[config.mk]
export PLATFORM = sky130hd
export DESIGN_NAME = aabb_collision_table_unit
export DESIGN_NICKNAME = d
export VERILOG_FILES = /design/src/hdl/aabb_pkg.sv /design/src/hdl/aabb_ram.sv /design/src/hdl/aabb_collision_table_unit.sv
export SDC_FILE = /design/constraint.sdc
export NUM_CORES = 2
export LEC_CHECK = 0
export BUFFER_PORTS_ARGS = -buffer_cell sky130_fd_sc_hd__buf_2
export CORE_MARGIN = 2
export CORE_UTILIZATION = 57
export CTS_CLUSTER_DIAMETER = 50
export DETAILED_ROUTE_END_ITERATION = 8
export GPL_ROUTABILITY_DRIVEN = 0
export HOLD_SLACK_MARGIN = 0.06
export PLACE_DENSITY = 0.82
export REMOVE_ABC_BUFFERS = 1
export SLEW_MARGIN = 20
export SYNTH_ARGS = -nofsm -noshare
export SYNTH_HDL_FRONTEND = slang
export SYNTH_SLANG_ARGS = --single-unit
[constraint.sdc]
create_clock -name clock -period 4.2 [get_ports clock]
set_input_delay 0.42 -clock clock [delete_from_list [all_inputs] [get_ports clock]]
set_output_delay 0.42 -clock clock [all_outputs]
set_load 0.05 [all_outputs]
[src/hdl/aabb_pkg.sv]
`timescale 1ns / 1ps
// ----------------------------------------------------------------------------
// aabb_pkg
// Constants, types and overlap functions of the rectangle collision table.
// ----------------------------------------------------------------------------
package aabb_pkg;

   localparam int MAX_ENTRIES = 32;
   localparam int COORD_BITS  = 16;
   localparam int SIZE_BITS   = COORD_BITS - 1;
   localparam int IDX_W       = $clog2(MAX_ENTRIES);
   localparam int CNT_W       = $clog2(MAX_ENTRIES + 1);
   localparam int OUT_IDX_W   = 5;
   localparam int WIDE_W      = COORD_BITS + 2;

   localparam logic [1:0] OP_APPEND = 2'd0;
   localparam logic [1:0] OP_TICK   = 2'd1;
   localparam logic [1:0] OP_QUERY  = 2'd2;
   localparam logic [1:0] OP_FLUSH  = 2'd3;

   localparam logic KIND_TICK  = 1'b0;
   localparam logic KIND_QUERY = 1'b1;

   typedef logic signed [COORD_BITS-1:0] coord_type;
   typedef logic        [SIZE_BITS-1:0]  size_type;
   typedef logic signed [WIDE_W-1:0]     wide_type;
   typedef logic        [IDX_W-1:0]      idx_type;
   typedef logic        [CNT_W-1:0]      cnt_type;
   typedef logic        [OUT_IDX_W-1:0]  out_idx_type;

   typedef struct packed {
      coord_type x;
      coord_type y;
      size_type  w;
      size_type  h;
   } rect_type;

   localparam int RECT_W = $bits(rect_type);

   function automatic wide_type widen_c(input coord_type v);
      return WIDE_W'(v);
   endfunction

   function automatic wide_type widen_s(input size_type v);
      return $signed(WIDE_W'(v));
   endfunction

   // Inclusive overlap on both axes.
   function automatic logic overlap(input rect_type a, input rect_type b);
      wide_type ax, ay, bx, by, ax2, ay2, bx2, by2;
      ax  = widen_c(a.x);
      ay  = widen_c(a.y);
      bx  = widen_c(b.x);
      by  = widen_c(b.y);
      ax2 = ax + widen_s(a.w);
      ay2 = ay + widen_s(a.h);
      bx2 = bx + widen_s(b.w);
      by2 = by + widen_s(b.h);
      return (ax2 >= bx) && (bx2 >= ax) && (ay2 >= by) && (by2 >= ay);
   endfunction

   // Strict containment of a point.
   function automatic logic contains(input coord_type px, input coord_type py,
                                     input rect_type b);
      wide_type x, y, bx, by;
      x  = widen_c(px);
      y  = widen_c(py);
      bx = widen_c(b.x);
      by = widen_c(b.y);
      return (x > bx) && (x < bx + widen_s(b.w)) &&
             (y > by) && (y < by + widen_s(b.h));
   endfunction

   function automatic out_idx_type to_out_idx(input idx_type v);
      return OUT_IDX_W'(v);
   endfunction

endpackage

[src/hdl/aabb_ram.sv]
`timescale 1ns / 1ps
// ----------------------------------------------------------------------------
// aabb_ram
// Generic single-port-write, single-port-read RAM with registered read data.
// ----------------------------------------------------------------------------
module aabb_ram #(
   parameter int WIDTH = 8,
   parameter int DEPTH = 32
) (
   input  logic                     clock,
   input  logic                     wr_en,
   input  logic [$clog2(DEPTH)-1:0] wr_addr,
   input  logic [WIDTH-1:0]         wr_data,
   input  logic [$clog2(DEPTH)-1:0] rd_addr,
   output logic [WIDTH-1:0]         rd_data
);

   logic [WIDTH-1:0] mem_ff [DEPTH];
   logic [WIDTH-1:0] rd_data_ff;

   always_ff @(posedge clock) begin
      if (wr_en) begin
         mem_ff[wr_addr] <= wr_data;
      end
      rd_data_ff <= mem_ff[rd_addr];
   end

   assign rd_data = rd_data_ff;

endmodule

[src/hdl/aabb_collision_table_unit.sv]
`timescale 1ns / 1ps
// ----------------------------------------------------------------------------
// aabb_collision_table_unit
// Table of axis-aligned rectangles with an all-pairs overlap tick and a
// point query, built around one rectangle RAM.
// ----------------------------------------------------------------------------
// Usage:
//   req_* carries one item (opcode, position, size); it is taken when
//   req_valid is high and req_stall is low. req_stall stays high while a
//   tick or a query is in progress, so one item is worked on at a time.
//   Append and flush finish in the accept cycle and give no result.
//   rsp_* carries results out of an output register; it advances when
//   rsp_valid is high and rsp_stall is low. A stalled result holds, and the
//   sequencer waits in its emit step until the register frees up.
//   Tick on N entries: per entry the sequencer fetches it, streams all
//   entries past it through the single RAM read port, one at a time,
//   drains and emits. One result per entry, in index order, last set
//   on the final one; an empty table gives none.
//   Query on N entries: a scan of all N entries, a drain and the emit;
//   one result, last set.
//   Reset clears the entry count, the sequencer and the output register;
//   the RAM contents are not cleared and only entries below the count are
//   ever read.
// ----------------------------------------------------------------------------
module aabb_collision_table_unit (
   input  logic                                   clock,
   input  logic                                   reset,
   // request channel
   input  logic                                   req_valid,
   output logic                                   req_stall,
   input  logic [1:0]                             req_opcode,
   input  logic signed [aabb_pkg::COORD_BITS-1:0] req_pos_x,
   input  logic signed [aabb_pkg::COORD_BITS-1:0] req_pos_y,
   input  logic [aabb_pkg::SIZE_BITS-1:0]         req_size_w,
   input  logic [aabb_pkg::SIZE_BITS-1:0]         req_size_h,
   // response channel
   output logic                                   rsp_valid,
   input  logic                                   rsp_stall,
   output logic                                   rsp_result_kind,
   output logic [aabb_pkg::OUT_IDX_W-1:0]         rsp_entry_index,
   output logic                                   rsp_colliding,
   output logic                                   rsp_partner_valid,
   output logic [aabb_pkg::OUT_IDX_W-1:0]         rsp_partner_index,
   output logic                                   rsp_hit_found,
   output logic [aabb_pkg::OUT_IDX_W-1:0]         rsp_hit_index,
   output logic                                   rsp_last
);

   typedef enum logic [2:0] {
      ST_IDLE,
      ST_LOAD_A,
      ST_SCAN,
      ST_DRAIN,
      ST_EMIT
   } state_type;

   state_type                  state_ff;
   aabb_pkg::cnt_type          count_ff;
   aabb_pkg::idx_type          i_ff;       // entry under test (tick)
   aabb_pkg::idx_type          j_ff;       // entry being fetched
   aabb_pkg::idx_type          jd_ff;      // entry whose data is on the read port
   logic                       tick_mode_ff;
   logic                       cap_a_ff;   // read data is entry i: capture it
   logic                       chk_ff;     // read data is entry jd: compare it
   aabb_pkg::rect_type         a_ff;       // entry i, or the query point
   logic                       col_ff;
   aabb_pkg::idx_type          part_ff;
   logic                       found_ff;
   aabb_pkg::idx_type          hit_ff;

   // output register
   logic                       rsp_valid_ff;
   logic                       rsp_kind_ff;
   aabb_pkg::out_idx_type      rsp_entry_ff;
   logic                       rsp_col_ff;
   aabb_pkg::out_idx_type      rsp_part_ff;
   logic                       rsp_found_ff;
   aabb_pkg::out_idx_type      rsp_hit_ff;
   logic                       rsp_last_ff;

   logic                       req_accept;
   logic                       table_full;
   logic                       append_we;
   logic                       out_free;
   aabb_pkg::cnt_type          cnt_m1;
   aabb_pkg::idx_type          last_idx;
   aabb_pkg::idx_type          rd_addr;
   logic [aabb_pkg::RECT_W-1:0] rd_data;
   aabb_pkg::rect_type         rd_rect;
   aabb_pkg::rect_type         wr_rect;
   logic                       pair_hit;
   logic                       query_hit;

   assign req_stall  = (state_ff != ST_IDLE);
   assign req_accept = req_valid && !req_stall;
   assign table_full = (count_ff >= aabb_pkg::CNT_W'(aabb_pkg::MAX_ENTRIES));
   assign append_we  = req_accept && (req_opcode == aabb_pkg::OP_APPEND) && !table_full;
   assign out_free   = !rsp_valid_ff || !rsp_stall;
   assign cnt_m1     = count_ff - aabb_pkg::CNT_W'(1);
   assign last_idx   = cnt_m1[aabb_pkg::IDX_W-1:0];

   // Fetch entry i first, then stream every entry past it.
   assign rd_addr = (state_ff == ST_LOAD_A) ? i_ff : j_ff;

   always_comb begin
      wr_rect.x = req_pos_x;
      wr_rect.y = req_pos_y;
      wr_rect.w = req_size_w;
      wr_rect.h = req_size_h;
   end

   aabb_ram #(
      .WIDTH (aabb_pkg::RECT_W),
      .DEPTH (aabb_pkg::MAX_ENTRIES)
   ) u_rect_ram (
      .clock   (clock),
      .wr_en   (append_we),
      .wr_addr (count_ff[aabb_pkg::IDX_W-1:0]),
      .wr_data (wr_rect),
      .rd_addr (rd_addr),
      .rd_data (rd_data)
   );

   assign rd_rect = rd_data;

   // Compare the held entry (or point) against the streamed entry.
   assign pair_hit  = chk_ff && tick_mode_ff && (jd_ff != i_ff) &&
                      aabb_pkg::overlap(a_ff, rd_rect);
   assign query_hit = chk_ff && !tick_mode_ff && !found_ff &&
                      aabb_pkg::contains(a_ff.x, a_ff.y, rd_rect);

   always_ff @(posedge clock) begin
      if (reset) begin
         state_ff     <= ST_IDLE;
         count_ff     <= '0;
         cap_a_ff     <= 1'b0;
         chk_ff       <= 1'b0;
         rsp_valid_ff <= 1'b0;
      end else begin
         // drop a result once the receiver takes it
         if (rsp_valid_ff && !rsp_stall) begin
            rsp_valid_ff <= 1'b0;
         end

         if (cap_a_ff) begin
            a_ff <= rd_rect;
         end

         // largest overlapping index wins: later j overwrites
         if (pair_hit) begin
            col_ff  <= 1'b1;
            part_ff <= jd_ff;
         end
         // lowest containing index wins: keep the first one
         if (query_hit) begin
            found_ff <= 1'b1;
            hit_ff   <= jd_ff;
         end

         unique case (state_ff)
            ST_IDLE: begin
               if (req_accept) begin
                  case (req_opcode)
                     aabb_pkg::OP_APPEND: begin
                        if (!table_full) begin
                           count_ff <= count_ff + aabb_pkg::CNT_W'(1);
                        end
                     end
                     aabb_pkg::OP_FLUSH: begin
                        count_ff <= '0;
                     end
                     aabb_pkg::OP_TICK: begin
                        tick_mode_ff <= 1'b1;
                        i_ff         <= '0;
                        if (count_ff != '0) begin
                           state_ff <= ST_LOAD_A;
                        end
                     end
                     default: begin
                        // point query
                        tick_mode_ff <= 1'b0;
                        a_ff.x       <= req_pos_x;
                        a_ff.y       <= req_pos_y;
                        found_ff     <= 1'b0;
                        hit_ff       <= '0;
                        j_ff         <= '0;
                        chk_ff       <= 1'b0;
                        if (count_ff == '0) begin
                           state_ff <= ST_EMIT;
                        end else begin
                           state_ff <= ST_SCAN;
                        end
                     end
                  endcase
               end
            end
            ST_LOAD_A: begin
               col_ff   <= 1'b0;
               part_ff  <= '0;
               j_ff     <= '0;
               cap_a_ff <= 1'b1;
               chk_ff   <= 1'b0;
               state_ff <= ST_SCAN;
            end
            ST_SCAN: begin
               cap_a_ff <= 1'b0;
               chk_ff   <= 1'b1;
               jd_ff    <= j_ff;
               if (j_ff == last_idx) begin
                  state_ff <= ST_DRAIN;
               end else begin
                  j_ff <= j_ff + aabb_pkg::IDX_W'(1);
               end
            end
            ST_DRAIN: begin
               chk_ff   <= 1'b0;
               state_ff <= ST_EMIT;
            end
            ST_EMIT: begin
               if (out_free) begin
                  rsp_valid_ff <= 1'b1;
                  if (tick_mode_ff) begin
                     rsp_kind_ff  <= aabb_pkg::KIND_TICK;
                     rsp_entry_ff <= aabb_pkg::to_out_idx(i_ff);
                     rsp_col_ff   <= col_ff;
                     rsp_part_ff  <= aabb_pkg::to_out_idx(part_ff);
                     rsp_found_ff <= 1'b0;
                     rsp_hit_ff   <= '0;
                     rsp_last_ff  <= (i_ff == last_idx);
                     if (i_ff == last_idx) begin
                        state_ff <= ST_IDLE;
                     end else begin
                        i_ff     <= i_ff + aabb_pkg::IDX_W'(1);
                        state_ff <= ST_LOAD_A;
                     end
                  end else begin
                     rsp_kind_ff  <= aabb_pkg::KIND_QUERY;
                     rsp_entry_ff <= '0;
                     rsp_col_ff   <= 1'b0;
                     rsp_part_ff  <= '0;
                     rsp_found_ff <= found_ff;
                     rsp_hit_ff   <= aabb_pkg::to_out_idx(hit_ff);
                     rsp_last_ff  <= 1'b1;
                     state_ff     <= ST_IDLE;
                  end
               end
            end
            default: begin
               state_ff <= ST_IDLE;
            end
         endcase
      end
   end

   assign rsp_valid         = rsp_valid_ff;
   assign rsp_result_kind   = rsp_kind_ff;
   assign rsp_entry_index   = rsp_entry_ff;
   assign rsp_colliding     = rsp_col_ff;
   assign rsp_partner_valid = rsp_col_ff;
   assign rsp_partner_index = rsp_part_ff;
   assign rsp_hit_found     = rsp_found_ff;
   assign rsp_hit_index     = rsp_hit_ff;
   assign rsp_last          = rsp_last_ff;

endmodule

* After elaboration in Yosys (flattened, before gate mapping)
Memory sizes are Yosys's and may differ from the RTL's. A register that Yosys moved wholly into a read port is not among the register bits.
Index checks and enable logic that the tools add are counted.
** Storage, ports and cells
- Flip-flop bits (word level) :: 121
- Memory bits (writable) :: 1984
- Bits of input ports :: 68
- Output and inout bits :: 22
- Logic and storage cells :: 158
- Memories kept :: 1
** Operators by class
- $add $sub $neg :: 8
- Magnitude comparators :: 9
- Equal/unequal tests :: 20
- Mux-type cells :: 47
- Bitwise logic cells :: 2
- Reduce and logical (&&, ||, !) cells :: 47
** Memory list
- u_rect_ram.mem_ff :: depth 32, width 62, rd ports 1, clocked after Yosys merged registers in 1, write ports 1, RTL line aabb_ram.sv:18 : logic [WIDTH-1:0] mem_ff [DEPTH];
** Operators by type and width (number)
- $mux 32 :: 3
- $mux 5 :: 14
- $add 16x16->17 :: 4
- $ge 17x16->1 :: 4
- $mux 62 :: 1
- $lt 16x17->1 :: 2
- $gt 16x16->1 :: 2
- $mux 3 :: 6
- $ne 2x2->1 const B :: 9
- $logic_and 1x1->1 :: 16
- $pmux 3 s5 :: 1
- $pmux 5 s3 :: 1
- $mux 1 :: 14
- $pmux 6 s2 :: 1
- $add 5x1->5 const B :: 2
- $eq 5x5->1 :: 2
- $pmux 5 s2 :: 1
- $reduce_and 5->1 :: 2
- $reduce_bool 3->1 :: 3
- $reduce_and 4->1 :: 2
- $reduce_bool 2->1 :: 4
- $reduce_and 7->1 :: 1
- $add 6x1->6 const B :: 1
- $eq 3x2->1 const B :: 2
- 24 further kinds :: 35

* Logic depth before layout (Yosys ltp)
- Word-level depth :: 10
- Gate-level depth with buffers :: 18
- Mapped depth without buffers :: 18

* Modules after synthesis
A second synthesis with hierarchy kept.
** Unflattened totals
- Cell total of the unflattened synthesis :: 5399
- Area, all modules :: 88292.2 µm²
** Modules (own cells, without submodules)
- aabb_ram :: times used 1, cells each 4332, area an instance 78047.4 µm², sequential area each 60818.3 µm²
- aabb_collision_table_unit :: times used 1, cells each 1067, area an instance 10244.8 µm², sequential area each 3513.4 µm²

* Worst setup path before layout
No wires, ideal clock.
- Kind :: reg-to-reg
- From :: reg state_ff[1]
- To :: mem u_rect_ram.mem_ff[29][0] (netlist bit) (enable)
- Data arrival time :: 4040 ps
- Setup slack :: -322 ps
- Stages on the path, launching flop included :: 7
- Path buffers :: 1
- Period minus slack after synthesis :: 4522 ps
- Cell sequence :: dfxtp_1 clkbuf_1 nor3_1 nand2_1 nor3b_1 nand2_1 nor2_1
** On the way
- Cells in the longest elaborated chain, start to end :: 7
** Ends and longest elaborated chain
- start, declared :: RTL line aabb_collision_table_unit.sv:57 : state_type state_ff;
- start signal, assigned :: RTL line aabb_collision_table_unit.sv:134 : state_ff <= ST_IDLE;
- start signal, assigned :: RTL line aabb_collision_table_unit.sv:176 : state_ff <= ST_LOAD_A;
- start signal, assigned :: RTL line aabb_collision_table_unit.sv:189 : state_ff <= ST_EMIT;
- $reduce_bool 3->1 :: RTL line aabb_collision_table_unit.sv:94 : assign req_stall = (state_ff != ST_IDLE);
- $logic_not 1->1 :: RTL line aabb_collision_table_unit.sv:95 : assign req_accept = req_valid && !req_stall;
- $logic_and 1x1->1 :: RTL line aabb_collision_table_unit.sv:95
- $logic_and 1x1->1 (2 in series) :: RTL line aabb_collision_table_unit.sv:97 : assign append_we = req_accept && (req_opcode == aabb_pkg::OP_APPEND) && !table_full;
- $mux 1 :: RTL line aabb_ram.sv:22 : if (wr_en) begin
- $mux 1 (not written as such) :: RTL line aabb_ram.sv:23 : mem_ff[wr_addr] <= wr_data;
- end, declared :: RTL line aabb_ram.sv:18
Every way passes these cells.

* Worst setup path after layout
- From :: reg u_rect_ram.rd_data_ff[15], in the netlist u_rect_ram.rd_data[15], read port of u_rect_ram.mem_ff
- To :: reg hit_ff[3], data pin
** On the way
- Cells in the longest elaborated chain, start to end :: 10
** Ends and longest elaborated chain
- start, declared :: RTL line aabb_ram.sv:19 : logic [WIDTH-1:0] rd_data_ff;
- $add 16x16->17 * :: RTL line aabb_pkg.sv:70 : return (x > bx) && (x < bx + widen_s(b.w)) &&
- $lt 16x17->1 * :: RTL line aabb_pkg.sv:70
- $logic_and 1x1->1 * (2 in series) :: RTL line aabb_pkg.sv:70
- $logic_and 1x1->1 * :: RTL line aabb_pkg.sv:71 : (y > by) && (y < by + widen_s(b.h));
- $logic_and 1x1->1 * :: RTL line aabb_collision_table_unit.sv:129 : assign query_hit = chk_ff && !tick_mode_ff && !found_ff &&
- $mux 5 * :: RTL line aabb_collision_table_unit.sv:155 : if (query_hit) begin
- $mux 5 :: RTL line aabb_collision_table_unit.sv:163 : case (req_opcode)
- $mux 5 :: RTL line aabb_collision_table_unit.sv:162 : if (req_accept) begin
- $mux 5 * :: RTL line aabb_collision_table_unit.sv:160 : unique case (state_ff)
- end signal, assigned :: RTL line aabb_collision_table_unit.sv:157 : hit_ff <= jd_ff;
- end, declared :: RTL line aabb_collision_table_unit.sv:69 : aabb_pkg::idx_type hit_ff;
Every way passes the cells marked *; elsewhere a longest branch is shown, timed or not.
A chain may end at the register's enable or synchronous reset.

==> run summary <==
Measured against its own limit, the worst slew margin works out to 24.9%. The power per cell area is 470 nW/um2, and the count of different cell masters after synthesis is 64. The height of the die was 400 um. After the first detailed-routing iteration, the DRC count stood at 10472. The Yosys step of the flow raised 0 warnings.

For the number of nets with antenna violations after detailed routing, the log shows 0. The tightest hold path in the finished design has a slack of 0.0957 ns. STA classifies the critical path endpoint as a register. The tools report the deepest clock path buffer count as 3.

The classification of the worst setup path was reg2reg. Max-slew violation count: 0. After detailed routing, the average wire length per cell comes to 27.3 um. The tools report the critical path launch point type as a register. The total overflow left after global routing is 0.

The total of endpoints with negative setup slack in the final report is 4. The maximum achievable frequency is 235 MHz, and the latest clock arrival within the worst-skew pair is 0.86 ns. The initial utilization of the core area, before any placement, comes to 57.4%. The worst path uses 101% of the clock period.

The final layout net count is 7350. The tools report the combined area of all synthesized cells as 89600 um2. The first TritonRoute pass finished after 8 iterations. Required time reported for the critical path endpoint: 4.76 ns.

Along the worst path, the maximum fanout reaches 5. The flow ran to the end, but the final reports show violations. For the worst setup margin, the log shows -0.0512 ns. Relative area change from synthesis to final layout: 13.5%. At the placement stage, the worst setup path has a slack of -0.374 ns. The number of antenna violations at the first check in global routing was 24; the post-place instance area was 94300 um2. After detailed routing, the total wire length is 255 mm. The checks that failed: setup timing. Including well taps, the total number of placed cells is 8896. In this run, synthesis produced a sequential element count of 2167.

After detailed routing, the number of remaining DRC violations is 0. The total via count in the routed design was 62261; the horizontal die dimension was 400 um. The depth of the CTS H-tree is 4, and the worst setup slack for register-to-register paths is -0.05 ns. The most instantiated flip-flop cell in the synthesis netlist was sky130_fd_sc_hd__edfxtp_1. For the area of the core, the log shows 156000 um2. Across the VDD grid, the largest voltage drop is 0.000500 V. Port buffering added 89 buffers. The logs give 47.8 mW for the power after layout and 6894 for the post-synthesis cell count. The arrival time of data at the critical path endpoint came out at 4.81 ns.

The logs give 30.9% for the aggregate global-route resource usage and 0 for the number of endpoints with negative hold slack in the final report. The routed via count divided by cell count was 6.66; the number of max-cap violations was 0. Setup repair after global routing could not meet its margin everywhere. Entering global routing, the biggest net connects 124 pins. After synthesis, flip-flops and latches occupy 71.8% of the total area. The die covers 160000 um2.

The final non-filler cell area is 102000 um2, and the clock-pin slew on the worst setup and hold paths is 0.06 ns. For the number of standard cells in the final layout excluding fillers, the log shows 9348. In this run the core area contains 145 standard-cell rows. Clock tree synthesis inserted a total of 204 buffers.

Cells with a size suffix above 1 make up 10.8% of the layout. Between clock sinks in the finished design, the worst skew comes to 0.0428 ns. Counting flops with a built-in enable in the synthesized netlist gives 2093. In this run the worst hold path is classified as in2reg.

The worst path needs 4.25 ns of the cycle, external delays included. Once detailed placement completed, the half-perimeter wirelength came to 132 mm. The actual slew at the worst max-slew pin was 1.12 ns; the via count of the first global-routing pass was 59779. The share of async-settable or async-resettable flops after synthesis was 0%; the static leakage was 35.6 nW.

Clock tree synthesis found a total of 2167 sinks. Final core utilization: 65.1%. Clock tree synthesis selected as its root buffer the cell sky130_fd_sc_hd__clkbuf_16.

After synthesis, the mean cell area works out to 13.0 um2. The first global-routing pass estimated 373 mm of wire. 90 I/O pins were placed. TritonCTS built the clock tree.

The final total negative setup slack came out at -0.108 ns.
-- worst max-delay path: stages, from the launching register on --
cell                       delay (ns)
sky130_fd_sc_hd__dfxtp_2         0.36
sky130_fd_sc_hd__ha_4            0.15
sky130_fd_sc_hd__inv_2           0.04
sky130_fd_sc_hd__fa_2            0.39
sky130_fd_sc_hd__nor2b_2         0.15
sky130_fd_sc_hd__o21ai_2         0.09
sky130_fd_sc_hd__a21boi_2        0.15
sky130_fd_sc_hd__buf_4           0.15
sky130_fd_sc_hd__o221ai_4        0.10
sky130_fd_sc_hd__a21oi_2         0.22
sky130_fd_sc_hd__a21oi_2         0.09
sky130_fd_sc_hd__o211ai_1        0.23
sky130_fd_sc_hd__ha_1            0.29
sky130_fd_sc_hd__nand4_1         0.16
sky130_fd_sc_hd__buf_4           0.17
sky130_fd_sc_hd__o21bai_1        0.09
sky130_fd_sc_hd__a211o_1         0.26
sky130_fd_sc_hd__nor3b_2         0.17
sky130_fd_sc_hd__buf_4           0.16
sky130_fd_sc_hd__o221ai_4        0.16
sky130_fd_sc_hd__o31ai_2         0.24
sky130_fd_sc_hd__a21oi_1         0.13
-- cells by family after synthesis --
kind of cell             synth area share, %
AND/OR/NAND/NOR                         15.2
multiplexers                           0.461
flip-flops                              71.8
adder cells (fa/ha/maj)                 2.48
buffers and inverters                   2.56
XOR/XNOR                               0.723
AO/OA/AOI/OAI                           6.78
-- worst paths after layout --
path | end | cells after the start | startpoint
setup / recovery | hit_ff[3] | 21 | u_rect_ram.rd_data[15]
setup reg to reg | hit_ff[3] | 21 | u_rect_ram.rd_data[15]
hold / removal | u_rect_ram.mem_ff[4][9] | 1 | req_size_h[9]
hold reg to reg | a_ff[0] | 0 | u_rect_ram.rd_data[0]
-- what timing repair did --
| action | 4_1_cts | 5_1_grt |
|---|---|---|
| hold buffers | 50 | 0 |
| endpoints found under the hold margin | 1291 | 0 |
| pin swaps | 13 | 35 |
| buffers inserted | 3 | 10 |
| setup endpoints to repair | 12 | 12 |
| gates resized for setup | 22 | 41 |
-- final cells by class --
type / instances / area (um2)
diodes: 9 / 22.5
clock buffers: 258 / 5350
clock inverters: 122 / 1140
fillers: 9968 / 54500
inverters: 77 / 289
multi-input cells: 4215 / 23600
flip-flops and latches: 2167 / 64300
well taps: 2058 / 2570
repair buffers: 442 / 4360
-- state kept, by name, indices dropped and copies added (netlist names) --
name and flops:
part_ff 5, a_ff 62, col_ff 1, u_rect_ram.mem_ff 1984
tick_mode_ff 1, rsp_valid 1, chk_ff 1, state_ff 3
count_ff 6, rsp_colliding 1, rsp_hit_index 5, hit_ff 5
jd_ff 5, rsp_result_kind 1, cap_a_ff 1, rsp_hit_found 1
j_ff 5, rsp_entry_index 5, rsp_last 1, found_ff 1
i_ff 5, rsp_partner_index 5, u_rect_ram.rd_data 62
-- where the power goes --
| part | switching [mW] | leakage (nW) | internal [mW] | total [mW] |
|---|---|---|---|---|
| sequential | 0.207 | 19.5 | 23.9 | 24.1 |
| combinational | 3.55 | 13.0 | 2.06 | 5.60 |
| clock | 8.00 | 3.14 | 10.0 | 18.0 |
-- Yosys cell counts (5+ instances only) --
| library cell | count | area share (%) |
|---|---|---|
| sky130_fd_sc_hd__edfxtp_1 | 2093 | 70 |
| sky130_fd_sc_hd__nand2_1 | 2070 | 8.7 |
| sky130_fd_sc_hd__nand3_1 | 520 | 2.9 |
| sky130_fd_sc_hd__a311oi_1 | 496 | 4.8 |
| sky130_fd_sc_hd__and3_1 | 254 | 1.8 |
| sky130_fd_sc_hd__buf_2 | 203 | 1.1 |
| sky130_fd_sc_hd__clkbuf_1 | 193 | 0.81 |
| sky130_fd_sc_hd__ha_1 | 171 | 2.4 |
| sky130_fd_sc_hd__nor2_1 | 118 | 0.49 |
| sky130_fd_sc_hd__a21oi_1 | 80 | 0.45 |
| sky130_fd_sc_hd__inv_1 | 75 | 0.31 |
| sky130_fd_sc_hd__dfxtp_1 | 74 | 1.7 |
| sky130_fd_sc_hd__o21ai_0 | 69 | 0.39 |
| sky130_fd_sc_hd__nor4_1 | 66 | 0.46 |
| sky130_fd_sc_hd__xnor2_1 | 47 | 0.46 |
| sky130_fd_sc_hd__mux2i_1 | 35 | 0.39 |
| sky130_fd_sc_hd__nor3_1 | 31 | 0.17 |
| sky130_fd_sc_hd__a21o_1 | 27 | 0.23 |
| sky130_fd_sc_hd__xor2_1 | 27 | 0.26 |
| sky130_fd_sc_hd__buf_4 | 24 | 0.20 |
| sky130_fd_sc_hd__nor2b_1 | 22 | 0.15 |
| sky130_fd_sc_hd__nand4_1 | 21 | 0.15 |
| sky130_fd_sc_hd__a31oi_1 | 15 | 0.10 |
| sky130_fd_sc_hd__nand2b_1 | 12 | 0.084 |
| sky130_fd_sc_hd__and2_1 | 11 | 0.077 |
| sky130_fd_sc_hd__buf_1 | 11 | 0.046 |
| sky130_fd_sc_hd__o21a_1 | 11 | 0.092 |
| sky130_fd_sc_hd__o21bai_1 | 11 | 0.092 |
| sky130_fd_sc_hd__a211oi_1 | 9 | 0.075 |
| sky130_fd_sc_hd__nor3b_1 | 9 | 0.075 |
| sky130_fd_sc_hd__o31ai_1 | 8 | 0.067 |
| sky130_fd_sc_hd__o211ai_1 | 6 | 0.050 |
| sky130_fd_sc_hd__o31a_1 | 6 | 0.059 |
| sky130_fd_sc_hd__a31o_2 | 5 | 0.049 |
| sky130_fd_sc_hd__nand3b_1 | 5 | 0.042 |
| sky130_fd_sc_hd__or3_1 | 5 | 0.035 |
-- per-layer routing --
layer / routed length (um) / up-vias / part of all wire [%] / GRT usage (%)
li1: - / 26108 / - / -
met1: 86500 / 29838 / 34 / 40.8
met2: 116000 / 5260 / 45 / 47.3
met3: 37700 / 1035 / 15 / 8.03
met4: 15400 / 20 / 6.0 / 16.9
met5: 126 / - / 0.049 / 0
-- layout by cell type, fill, tap and decap left out, types with 29 or more instances in the layout --
master	instances
sky130_fd_sc_hd__edfxtp_1	2093
sky130_fd_sc_hd__nand2_1	2070
sky130_fd_sc_hd__nand3_1	520
sky130_fd_sc_hd__a311oi_1	496
sky130_fd_sc_hd__and3_1	254
sky130_fd_sc_hd__buf_4	212
sky130_fd_sc_hd__clkbuf_16	205
sky130_fd_sc_hd__ha_1	166
sky130_fd_sc_hd__buf_12	91
sky130_fd_sc_hd__buf_2	89
sky130_fd_sc_hd__nor2_1	83
sky130_fd_sc_hd__inv_1	73
sky130_fd_sc_hd__a21oi_1	70
sky130_fd_sc_hd__dfxtp_1	68
sky130_fd_sc_hd__nor4_1	65
sky130_fd_sc_hd__o21ai_0	63
sky130_fd_sc_hd__clkbuf_1	51
sky130_fd_sc_hd__dlygate4sd3_1	50
sky130_fd_sc_hd__xnor2_1	47
sky130_fd_sc_hd__clkinv_1	47
sky130_fd_sc_hd__mux2i_1	34
sky130_fd_sc_hd__nor2_4	33
sky130_fd_sc_hd__nor3_1	29
sky130_fd_sc_hd__clkinv_2	29
(Power assumes the default switching activity.)
